==> config.mk <==
export PLATFORM = sky130hd
export DESIGN_NAME = prr_dpath
export DESIGN_NICKNAME = d
export VERILOG_FILES = /design/src/hw/rtl/prr_pkg.sv /design/src/hw/rtl/prr_dpath.sv
export SDC_FILE = /design/constraint.sdc
export NUM_CORES = 1
export LEC_CHECK = 0
export BUFFER_PORTS_ARGS = -buffer_cell sky130_fd_sc_hd__buf_4
export CAP_MARGIN = 20
export CORE_ASPECT_RATIO = 0.75
export CORE_MARGIN = 1.5
export CORE_UTILIZATION = 55
export DETAILED_ROUTE_END_ITERATION = 10
export PLACE_DENSITY = 0.73
export SETUP_SLACK_MARGIN = 0.5
export SLEW_MARGIN = 20
export SYNTH_ARGS = -nofsm -noshare
export SYNTH_HDL_FRONTEND = slang
export SYNTH_SLANG_ARGS = --single-unit
==> constraint.sdc <==
create_clock -name clk_i -period 9.55 [get_ports clk_i]
set_clock_uncertainty 0.15 [all_clocks]
set_input_delay 0.4775 -clock clk_i [delete_from_list [all_inputs] [get_ports clk_i]]
set_output_delay 0.4775 -clock clk_i [all_outputs]
set_load 0.1 [all_outputs]
==> src/hw/rtl/prr_pkg.sv <==
package prr_pkg;

  localparam int unsigned WORD_W    = 16;
  localparam int unsigned DATA_W    = 32;
  localparam int unsigned SEL_W     = 3;
  localparam int unsigned CFG_IDX_W = 1;
  localparam int unsigned RATE_W    = 45;
  localparam int unsigned NUM_CTRL  = 4;

  localparam int unsigned RADIX_BITS = 2;
  localparam int unsigned QUO_W      = 46;
  localparam int unsigned DIV_STEPS  = QUO_W / RADIX_BITS;
  localparam int unsigned CNT_W      = 5;
  localparam int unsigned DVS_W      = 7;
  localparam int unsigned DVS2_W     = 5;
  localparam int unsigned MULT_W     = 14;

  localparam logic [DATA_W-1:0] PARENT_RESET = 32'd24000000;

  localparam logic [CFG_IDX_W-1:0] CFG_REF_RATE      = 1'b0;
  localparam logic [CFG_IDX_W-1:0] CFG_MODE_POSITION = 1'b1;

  localparam logic       ACT_WRITE = 1'b1;
  localparam logic [SEL_W-1:0] SEL_MODE = 3'd4;

  localparam logic [1:0] MODE_NORMAL = 2'd1;
  localparam logic [1:0] MODE_FOUR   = 2'd3;

  localparam int unsigned NF_MSB = 12;
  localparam int unsigned NR_MSB = 13;
  localparam int unsigned NR_LSB = 8;
  localparam int unsigned NO_MSB = 3;
  localparam int unsigned BYPASS_BIT = 0;

  typedef struct packed {
    logic access;
    logic mul;
    logic rem_clr;
    logic div_step;
    logic div_sel;
  } cmd_t;

  typedef struct packed {
    logic bypass;
  } status_t;

endpackage

==> src/hw/rtl/prr_dpath.sv <==
module prr_dpath (
  input  logic                                clk_i,
  input  logic                                rst_ni,
  input  prr_pkg::cmd_t                       cmd_i,
  output prr_pkg::status_t                    status_o,
  input  logic                                action_i,
  input  logic [prr_pkg::SEL_W-1:0]           reg_select_i,
  input  logic [prr_pkg::DATA_W-1:0]          write_data_i,
  input  logic                                cfg_we_i,
  input  logic [prr_pkg::CFG_IDX_W-1:0]       cfg_index_i,
  input  logic [prr_pkg::DATA_W-1:0]          cfg_data_i,
  output logic [prr_pkg::WORD_W-1:0]          read_word_o,
  output logic [prr_pkg::RATE_W-1:0]          output_rate_o
);

  logic [prr_pkg::WORD_W-1:0] ctrl_q [prr_pkg::NUM_CTRL];
  logic [prr_pkg::WORD_W-1:0] mode_q;
  logic [prr_pkg::DATA_W-1:0] parent_q;
  logic [3:0]                 pos_q;

  logic [prr_pkg::WORD_W-1:0] word_q;
  logic [prr_pkg::QUO_W-1:0]  quo_q;
  logic [prr_pkg::DVS_W-1:0]  rem_q;
  logic [prr_pkg::DVS_W-1:0]  dv1_q;
  logic [prr_pkg::DVS2_W-1:0] dv2_q;

  logic [prr_pkg::WORD_W-1:0] en_mask;
  logic [prr_pkg::WORD_W-1:0] new_val;
  logic [prr_pkg::WORD_W-1:0] old_word;
  logic [prr_pkg::WORD_W-1:0] upd_word;
  logic [prr_pkg::WORD_W-1:0] acc_word;
  logic                       is_ctrl;
  logic                       is_mode;
  logic                       do_write;

  logic [prr_pkg::WORD_W-1:0] mode_sh;
  logic [1:0]                 mode;
  logic [prr_pkg::MULT_W-1:0] nf_p1;
  logic [prr_pkg::QUO_W-1:0]  product;

  logic [prr_pkg::QUO_W-1:0]  q_nx;
  logic [prr_pkg::DVS_W-1:0]  r_nx;

  assign en_mask  = write_data_i[prr_pkg::DATA_W-1:prr_pkg::WORD_W];
  assign new_val  = write_data_i[prr_pkg::WORD_W-1:0];
  assign is_ctrl  = (reg_select_i < prr_pkg::SEL_W'(prr_pkg::NUM_CTRL));
  assign is_mode  = (reg_select_i == prr_pkg::SEL_MODE);
  assign do_write = (action_i == prr_pkg::ACT_WRITE);
  assign old_word = is_ctrl ? ctrl_q[reg_select_i[1:0]] : mode_q;
  assign upd_word = do_write ? ((old_word & ~en_mask) | (new_val & en_mask)) : old_word;
  assign acc_word = (is_ctrl || is_mode) ? upd_word : '0;

  assign mode_sh = mode_q >> pos_q;
  assign mode    = mode_sh[1:0];
  assign status_o.bypass = ctrl_q[3][prr_pkg::BYPASS_BIT] ||
                           ((mode != prr_pkg::MODE_NORMAL) && (mode != prr_pkg::MODE_FOUR));

  assign nf_p1   = {1'b0, ctrl_q[1][prr_pkg::NF_MSB:0]} + 1'b1;
  assign product = prr_pkg::QUO_W'(parent_q) * prr_pkg::QUO_W'(nf_p1);

  always_comb begin
    logic [prr_pkg::DVS_W:0]   t;
    logic [prr_pkg::DVS_W:0]   d;
    d    = cmd_i.div_sel ? {3'b000, dv2_q} : {1'b0, dv1_q};
    q_nx = quo_q;
    r_nx = rem_q;
    for (int i = 0; i < prr_pkg::RADIX_BITS; i++) begin
      t    = {r_nx, q_nx[prr_pkg::QUO_W-1]};
      q_nx = {q_nx[prr_pkg::QUO_W-2:0], 1'b0};
      if (t >= d) begin
        t       = t - d;
        q_nx[0] = 1'b1;
      end
      r_nx = t[prr_pkg::DVS_W-1:0];
    end
  end

  always_ff @(posedge clk_i or negedge rst_ni) begin
    if (!rst_ni) begin
      for (int i = 0; i < prr_pkg::NUM_CTRL; i++) begin
        ctrl_q[i] <= '0;
      end
      mode_q   <= '0;
      parent_q <= prr_pkg::PARENT_RESET;
      pos_q    <= '0;
    end else begin
      if (cmd_i.access && do_write) begin
        if (is_ctrl) begin
          ctrl_q[reg_select_i[1:0]] <= upd_word;
        end else if (is_mode) begin
          mode_q <= upd_word;
        end
      end
      if (cfg_we_i) begin
        unique case (cfg_index_i)
          prr_pkg::CFG_REF_RATE:      parent_q <= cfg_data_i;
          prr_pkg::CFG_MODE_POSITION: pos_q    <= cfg_data_i[3:0];
          default: ;
        endcase
      end
    end
  end

  always_ff @(posedge clk_i) begin
    if (cmd_i.access) begin
      word_q <= acc_word;
    end
    if (cmd_i.mul) begin
      quo_q <= status_o.bypass ? prr_pkg::QUO_W'(parent_q) : product;
      rem_q <= '0;
      dv1_q <= {1'b0, ctrl_q[0][prr_pkg::NR_MSB:prr_pkg::NR_LSB]} + 1'b1;
      dv2_q <= {1'b0, ctrl_q[0][prr_pkg::NO_MSB:0]} + 1'b1;
    end else if (cmd_i.rem_clr) begin
      rem_q <= '0;
    end else if (cmd_i.div_step) begin
      quo_q <= q_nx;
      rem_q <= r_nx;
    end
  end

  assign read_word_o   = word_q;
  assign output_rate_o = quo_q[prr_pkg::RATE_W-1:0];

endmodule

# [Word-level counts from Yosys, hierarchy flattened]
# Index checks and enable logic that the tools add are counted.
[totals] in_bits=77 word_cells=64 ff_bits=197 out_inout_bits=62
[op_classes] bitwise=7 shift=1 n_addsub=5 n_eq_ne=4 mux=17 magnitude_cmp=5 reduce_logical=12 multipliers=1
[ops] op="two-way mux 46 bit" count=4
[ops] op="two-way mux 16 bit" count=5
[ops] op="bitwise mux 64 bit" count=1
[ops] op="multiplier 32 x 14 -> 46 bit" count=1
[ops] op="bitwise AND 16 bit" count=2
[ops] op="binary-select mux 16 bit (select 2 bit)" count=1
[ops] op="demux 16 bit (select 2 bit)" count=1
[ops] op="two-way mux 7 bit" count=3
[ops] op="greater-or-equal comparator 8 x 7 -> 1 bit" count=2
[ops] op="inverter 16 bit" count=1
[ops] op="OR 16 bit" count=1
[ops] op="right shift 16 x 4 -> 2 bit" count=1
[ops] op="adder 13 x 1 -> 14 bit, second input constant" count=1
[ops] op="subtractor 7 bit" count=2
[ops] op="AND reduction 2 bit" count=4
[ops] op="adder 6 x 1 -> 7 bit, second input constant" count=1
[ops] op="adder 4 x 1 -> 5 bit, second input constant" count=1
[ops] op="!= test 2 x 1 -> 1 bit, second input constant" count=2
[ops] op="== test 3 bit, second input constant" count=1
[ops] op="greater-or-equal comparator 3 bit, second input constant" count=1
[ops] op="logical AND 1 bit" count=3
[ops] op="less-than comparator 3 x 1 -> 1 bit, second input constant" count=1
[ops] op="less-than comparator 3 bit, second input constant" count=1
[ops] op="inverter 2 -> 3 bit" count=1
[ops] op="7 further kinds" count=10

# [Logic depth before layout (Yosys ltp)]
# Gate-level depths: netlist (run 1).
[depth] word_depth=9 mapped_depth=30 depth_no_buf=28

# [Worst setup path after synthesis (run 1)]
# Ideal clock, no wire load.
[synth_timing] path_type="flip-flop to flip-flop" start="register ctrl_q[34] in the netlist's numbering" end="register quo_q[44] in the netlist's numbering (data pin)" synth_period_minus_slack_ps=7066 path_stages_with_launch=28 path_buffers=2 required_ps=9125 slack_ps=2484 arrival_ps=6641 setup_time_ps=275 path_cell_list="dfrtp_1 -> nand3_1 -> nor2_1 -> and3_1 -> and2_1 -> nand2_1 -> xnor2_1 -> clkbuf_1 -> nand2_1 -> fa_1 -> inv_1 -> fa_1 -> fa_1 -> fa_1 -> fa_1 -> inv_1 -> fa_1 -> inv_1 -> ha_1 -> buf_6 -> a21oi_1 -> o21ai_1 -> o21a_1 -> o2111a_1 -> a221oi_2 -> o211ai_1 -> a211oi_1 -> o32ai_1"
[synth_between] elab_chain_len=4
[synth_lines] item="start, declared" line="prr_dpath.sv:16" text="logic [prr_pkg::WORD_W-1:0] ctrl_q [prr_pkg::NUM_CTRL];"
[synth_lines] item="start signal, assigned by index" line="prr_dpath.sv:89" text="ctrl_q[reg_select_i[1:0]] <= upd_word;"
[synth_lines] item="adder 13 x 1 -> 14 bit" line="prr_dpath.sv:58" text="assign nf_p1 = {1'b0, ctrl_q[1][prr_pkg::NF_MSB:0]} + 1'b1;"
[synth_lines] item="multiplier 32 x 14 -> 46 bit" line="prr_dpath.sv:59" text="assign product = prr_pkg::QUO_W'(parent_q) * prr_pkg::QUO_W'(nf_p1);"
[synth_lines] item="two-way mux 46 bit" line="prr_dpath.sv:109" text="quo_q <= status_o.bypass ? prr_pkg::QUO_W'(parent_q) : product;"
[synth_lines] item="two-way mux 46 bit" line="prr_dpath.sv:108" text="if (cmd_i.mul) begin"
[synth_lines] item="end signal, assigned" line="prr_dpath.sv:109"
[synth_lines] item="end signal, assigned" line="prr_dpath.sv:116" text="quo_q <= q_nx;"
[synth_lines] item="end, declared" line="prr_dpath.sv:22" text="logic [prr_pkg::QUO_W-1:0] quo_q;"
# Every way passes these cells.
# A chain may end at the register's enable or synchronous reset.

# [Worst setup path in the final report (run 1)]
# Same ends and word-level chain as after synthesis.

==> reports/qor.csv, run 1 <==
metric;value;unit
setup_tns;0;ns
crit-path max FO;16;
wire per inst;22.0;µm
layout cells sized above 1;0.127;
syn nets;3123;
die width;245;µm
Ys Warns;0;
Layout area overhead;7.72;%
Ports;139;
top post-synthesis cells by area;fa_1, dfrtp_1, edfxtp_1;
GR met2 Demand/Resource;0.454;
top-area cell type share of the netlist area;0.298;
die span in y;184;µm
1st-pass router iterations;8;
Slew Limit Fails;0;
Fin. Hold Viols;0;
M3 GR Usage;0.0913;
Final nets;3124;
Clock Tree Root;clkbuf_16;
FMAX;115;MHz
Req. time, crit path;9.58;ns
CTS sink count;197;
antenna diode count;0;
total core area;0.0434;mm²
htree depth;4;
GR Util met1;0.481;
CTS Buffer Depth;2;
fin cells;3152;
critical path arrival;8.74;ns
hold crit path type;in2reg;
endpoints failing setup;0;
unique cell type count in the Yosys netlist;64;
number of synthesized flops with an enable pin;74;
initial antenna violation count;0;
ys flop type;dfrtp_1;
Yosys reg bits;197;
drt via density;5.89;
GRT overflow;0;
clk slew on worst S/H paths;0.09;ns
IO Port Bufs;138;
Final GP Congestion;0.948;
measured slew at the worst slew-check pin;1.14;ns
syn_area_per_cell;9.44;µm²
Worst setup EP type;flip-flop;
DP Cell Count;3116;
DRC violations left;1;
Rel. slew slack;0.239;
Syn Std Cell Area;0.0242;mm²
Post-Syn Instances;2560;
final worst path period share;0.912;
final core occ;0.600;
status;finished with violations;
failing checks;design-rule violations;
largest net degree at the start of global routing;79;
post-synthesis sequential area ratio;0.218;
ys async rst share;0.589;
Vias;18600;
crit path kind;reg2reg;
Starting Density;0.557;
RSZ-0062 raised after global routing;false;
CTS tree;done;
max cap viols;0;
die area;0.0452;mm²
cell taking the most area after synthesis;fa_1;
gr busiest metal;met1;
TritonCTS buffer count;17;
first-pass GRT wire length;109000;µm
Post-DP HPWL;53400;µm
startpoint types;flip-flop;
Row Count;66;
Final Critical Period;8.71;ns
drt total wl;69300;µm
vias in the first global route;19200;
initial drt markers;1931;
GRT Overall Usage;0.319;
post-route ant nets;0;
clock latency on the worst-skew pair;0.47;ns
placed cells by master, fill, tap and decap left out, types with 8 or more instances in the layout:
cell type	netlist	final
a211oi_1	9	9
a21o_1	19	19
a21oi_1	112	112
a31oi_1	12	12
and2_1	154	154
and3_1	13	13
buf_4	46	161
clkbuf_16	0	18
dfrtp_1	106	106
dfstp_2	10	10
edfxtp_1	74	74
fa_1	359	359
ha_1	127	126
inv_1	385	385
mux2_2	80	80
mux2i_1	29	29
mux4_2	18	18
nand2_1	432	431
nand2b_1	10	9
nand3_1	21	21
nand4_1	19	19
nor2_1	112	111
nor2b_1	18	17
nor3_1	12	12
o211ai_1	8	8
o21ai_0	86	85
o31ai_1	8	8
xnor2_1	46	42
xor2_1	18	11
critical path: stages, from the launching register on:
cell and delay, ns:
dfrtp_1 0.60, nand3_1 0.16, nor2_1 0.25, and3_1 0.27, and2_1 0.16, nand2_1 0.26, xnor2_2 0.99, and2_1 0.26
fa_1 0.42, inv_1 0.09, fa_1 0.38, inv_1 0.08, fa_1 0.42, fa_1 0.46, fa_1 0.49, inv_1 0.05
fa_1 0.47, inv_1 0.04, ha_1 0.37, nand4_1 0.15, nor3_1 0.07, a21oi_2 0.35, nand3_1 0.15, a221oi_2 0.62
o211ai_1 0.29, a211oi_1 0.29, o32ai_1 0.12
worst paths after layout:
check	from	to	slack, ns	cells after the start
max reg2reg	ctrl_q[34]$_DFFE_PN0P_	quo_q[44]$_DFFE_PP_	0.84	26
min	cfg_data_i[21]	parent_q[21]$_DFFE_PN1P_	0.09	2
max in group asynchronous	rst_ni	parent_q[24]$_DFFE_PN1P_	7.72	4
max	ctrl_q[34]$_DFFE_PN0P_	quo_q[44]$_DFFE_PP_	0.84	26
min in group asynchronous	rst_ni	ctrl_q[58]$_DFFE_PN0P_	0.40	2
min reg2reg	ctrl_q[8]$_DFFE_PN0P_	ctrl_q[8]$_DFFE_PN0P_	0.33	2
kinds of logic (layout without fill, tap and decap cells):
| kind of cell | count (synthesis) | in the layout | share of synthesized area |
|---|---|---|---|
| AO/OA/AOI/OAI | 307 | 307 | 0.0763 |
| XOR/XNOR | 64 | 65 | 0.0232 |
| adder cells (fa/ha/maj) | 486 | 486 | 0.363 |
| buffers and inverters | 569 | 582 | 0.0974 |
| flip-flops | 197 | 197 | 0.218 |
| multiplexers | 130 | 130 | 0.0694 |
| AND/OR/NAND/NOR | 807 | 807 | 0.152 |
cell usage after synthesis (all sizes together) (19+ instances only):
cell type and count:
nand2 432, inv 386, fa 359, and2 154, ha 127, a21oi 114
clkbuf 113, nor2 112, dfrtp 106, o21ai 93, mux2 80, edfxtp 74
buf 70, xnor2 46, mux2i 29, mux4 21, nand3 21, a21o 19
nand4 19
per-stage QoR:
stage	setup slack, ns	hold WS [ns]	instance area [µm²]
after floorplan	2.48	0.0319	24200
after global placement	0.988	0.308	25300
after detailed placement	0.850	0.316	25300
after CTS	0.829	0.0680	25900
after global routing	0.484	0.0766	26000
final	0.836	0.0856	26000
sequential cells by signal (all words and copies together), names as in the netlist:
signal and cells:
dv2_q 5, read_word_o 16, pos_q 4, parent_q 32, dv1_q 7, rem_q 7
quo_q 46, ctrl_q 64, mode_q 16
area by class of cell:
class / count / area [µm²]
Inverter: 386 / 1450
Clock inverter: 13 / 149
Sequential cell: 197 / 5280
Tap cell: 578 / 723
Timing Repair Buffer: 164 / 1270
Fill cell: 3590 / 17300
Clock buffer: 19 / 454
Multi-Input combinational cell: 1795 / 16700
repair_timing:
| item | 4_1_cts | 5_1_grt |
|---|---|---|
| endpoints found under the setup margin | 0 | 3 |
| buffers inserted | 0 | 0 |
| endpoints found under the hold margin | 38 | 0 |
| hold buffers | 1 | 0 |
| resized for setup | 0 | 1 |
layer usage:
metal,routed length [µm],part of all wire
met1,31200,0.45
met5,92,0.0013
met3,7920,0.11
met2,29000,0.42
met4,1160,0.017
Power of run 1 is not shown: default switching activity piles up to over one toggle a cycle in this logic, so the estimate is an artifact.
==> run 2, diff against run 1 <==
--- a/config.mk
+++ b/config.mk
@@ -10,6 +10,7 @@
 export CORE_ASPECT_RATIO = 0.75
 export CORE_MARGIN = 1.5
 export CORE_UTILIZATION = 55
+export CTS_BUF_LIST = sky130_fd_sc_hd__clkbuf_8
 export DETAILED_ROUTE_END_ITERATION = 10
 export PLACE_DENSITY = 0.73
 export SETUP_SLACK_MARGIN = 0.5
==> run 2 against run 1 <==
The run now ends clean. Count of clock-buffer cells in the layout down 2. Global-route usage rose by 0.14 points. Cell area fell by 0.17%. First-iteration DRC count decreased by 2.0%. Final cell count is 0.48% higher. Register-to-register slack about the same. Flip-flop and latch count stayed put. Critical path depth unchanged. Die area unchanged. Utilization fell by 0.10 points. Routed wire length up 0.70%. Via count is 0.15% higher.
==> reports/qor.csv, run 2 (synthesis results as in run 1) <==
metric;value;unit;change
status;finished, final reports clean;;
GRT overflow;0;;unchanged
Final Critical Period;8.72;ns;+0.00505 ns
Reg with most FFs;ctrl_q;;
Final GP Congestion;0.948;;unchanged
r2r endpoint;quo_q[35]$_DFFE_PP_;;
Worst setup EP type;flip-flop;;
layout cells sized above 1;0.126;;-0.000685
measured slew at the worst slew-check pin;1.17;ns;+0.0359 ns
delay-heaviest family, CP;adder cells;;
Req. time, crit path;9.69;ns;+0.11 ns
wire per inst;22.0;µm;+0.22%
drt via density;5.87;;-0.33%
Final Cell Area;0.0260;mm²;-0.17%
critical path arrival;8.85;ns;+0.11 ns
crit path kind;reg2reg;;
R2R cell count;26;;unchanged
CP Buf/Inv Count;4;;unchanged
post-route ant nets;0;;unchanged
Rel. slew slack;0.215;;-0.0241
cell mode on critical path;fa_1;;
CP max stage cell;xnor2_2;;
Starting Density;0.557;;unchanged
initial antenna violation count;1;;+1
RSZ-0062 raised after global routing;false;;
Largest register FFs;64;;unchanged
endpoints failing setup;0;;unchanged
largest registers;ctrl_q x64, quo_q x46, parent_q x32;;
die width;245;µm;unchanged
hold crit path type;in2reg;;
CP Depth;26;;unchanged
worst stage delay on the critical path;1.01;ns;+0.02 ns
htree depth;4;;unchanged
final core occ;0.599;;-0.00101
Vias;18600;;+0.15%
CTS sink count;197;;unchanged
initial drt markers;1893;;-2.0%
setup repair bufs after CTS;0;;unchanged
die area;0.0452;mm²;unchanged
R2R Setup Slk;0.83;ns;about the same
drt total wl;69800;µm;+0.70%
DRC violations left;0;;-1
CTS Buffer Depth;2;;unchanged
total core area;0.0434;mm²;unchanged
Post-DP HPWL;53400;µm;unchanged
FMAX;115;MHz;about the same
first-pass GRT wire length;109000;µm;+0.36%
Ports;139;;unchanged
IO Port Bufs;138;;unchanged
max cap viols;0;;unchanged
Critical Path Sink;quo_q[35]$_DFFE_PP_;;
startpoint types;flip-flop;;
final worst path period share;0.913;;about the same
TritonCTS buffer count;17;;unchanged
reg-to-reg critical path startpoint;ctrl_q[34]$_DFFE_PN0P_;;
Final nets;3138;;+0.45%
Post-DP Area;0.0253;mm²;unchanged
CP startpoint;ctrl_q[34]$_DFFE_PN0P_;;
largest net degree at the start of global routing;79;;unchanged
Fin. Hold Viols;0;;unchanged
die span in y;184;µm;unchanged
1st-pass router iterations;6;;-2
Row Count;66;;unchanged
Slew Limit Fails;0;;unchanged
clk slew on worst S/H paths;0.12;ns;+0.03 ns
CTS tree;done;;
crit-path max FO;16;;unchanged
Clock Tree Root;clkbuf_8;;
GRT Overall Usage;0.320;;+0.00137
Layout area overhead;7.54;%;
vias in the first global route;19300;;+0.52%
most common cell after layout, fill and taps aside;nand2_1;;
clock latency on the worst-skew pair;0.54;ns;+0.07 ns
most frequent cells in the layout;nand2_1, inv_1, fa_1;;
fillers;3607;;+0.47%
setup_tns;0;ns;unchanged
[run 2: routing by layer]
layer | routed length (µm) | global-route usage | up-vias
met1 | 30400 | 0.476 | 9363
met2 | 29000 | 0.455 | 1033
met3 | 8920 | 0.0997 | 114
met5 | 92 | 0.0153 | -
met4 | 1360 | 0.0731 | 2
li1 | - | - | 8094
[run 2: repair_timing]
item / CTS / global route
hold buffers: 15 / 0
resized for setup: 0 / 1
setup endpoints to repair: 0 / 3
endpoints found under the hold margin: 52 / 0
[run 2: final cells by class]
cell class / instances / area, µm² / area share
diodes: 1 / 2.50 / 0.0000963
clock buffers: 17 / 234 / 0.00901
clock inverters: 15 / 183 / 0.00703
inverters: 386 / 1450 / 0.0559
multi-input cells: 1795 / 16700 / 0.643
flip-flops and latches: 197 / 5280 / 0.203
well taps: 578 / 723 / 0.0278
repair buffers: 178 / 1410 / 0.0544
[run 2: worst min-delay path by stage]
| stage | slack [ns] | startpoint | cells past startpoint | to |
|---|---|---|---|---|
| 2_1_floorplan | 0.03 | rst_ni | 0 | ctrl_q[0]$_DFFE_PN0P_ |
| 3_3_place_gp | 0.31 | ctrl_q[3]$_DFFE_PN0P_ | 2 | ctrl_q[3]$_DFFE_PN0P_ |
| 3_5_place_dp | 0.32 | ctrl_q[8]$_DFFE_PN0P_ | 2 | ctrl_q[8]$_DFFE_PN0P_ |
| 4_1_cts | 0.0005 | cfg_data_i[14] | 2 | parent_q[14]$_DFFE_PN0P_ |
| 5_1_grt | 0.00004 | cfg_data_i[10] | 2 | parent_q[10]$_DFFE_PN1P_ |
| 6_report | 0.03 | cfg_data_i[14] | 2 | parent_q[14]$_DFFE_PN0P_ |
[run 2: stage by stage]
stage | setup slack (ns) | hold slack [ns] | std cells
after floorplan | 2.48 | 0.0319 | 2560
after global placement | 0.988 | 0.308 | 3116
after detailed placement | 0.850 | 0.316 | 3116
after CTS | 0.834 | 0.000543 | 3163
after global routing | 0.486 | 0.0000396 | 3167
final | 0.831 | 0.0301 | 3167
Power of run 2 is left out for the same reason.
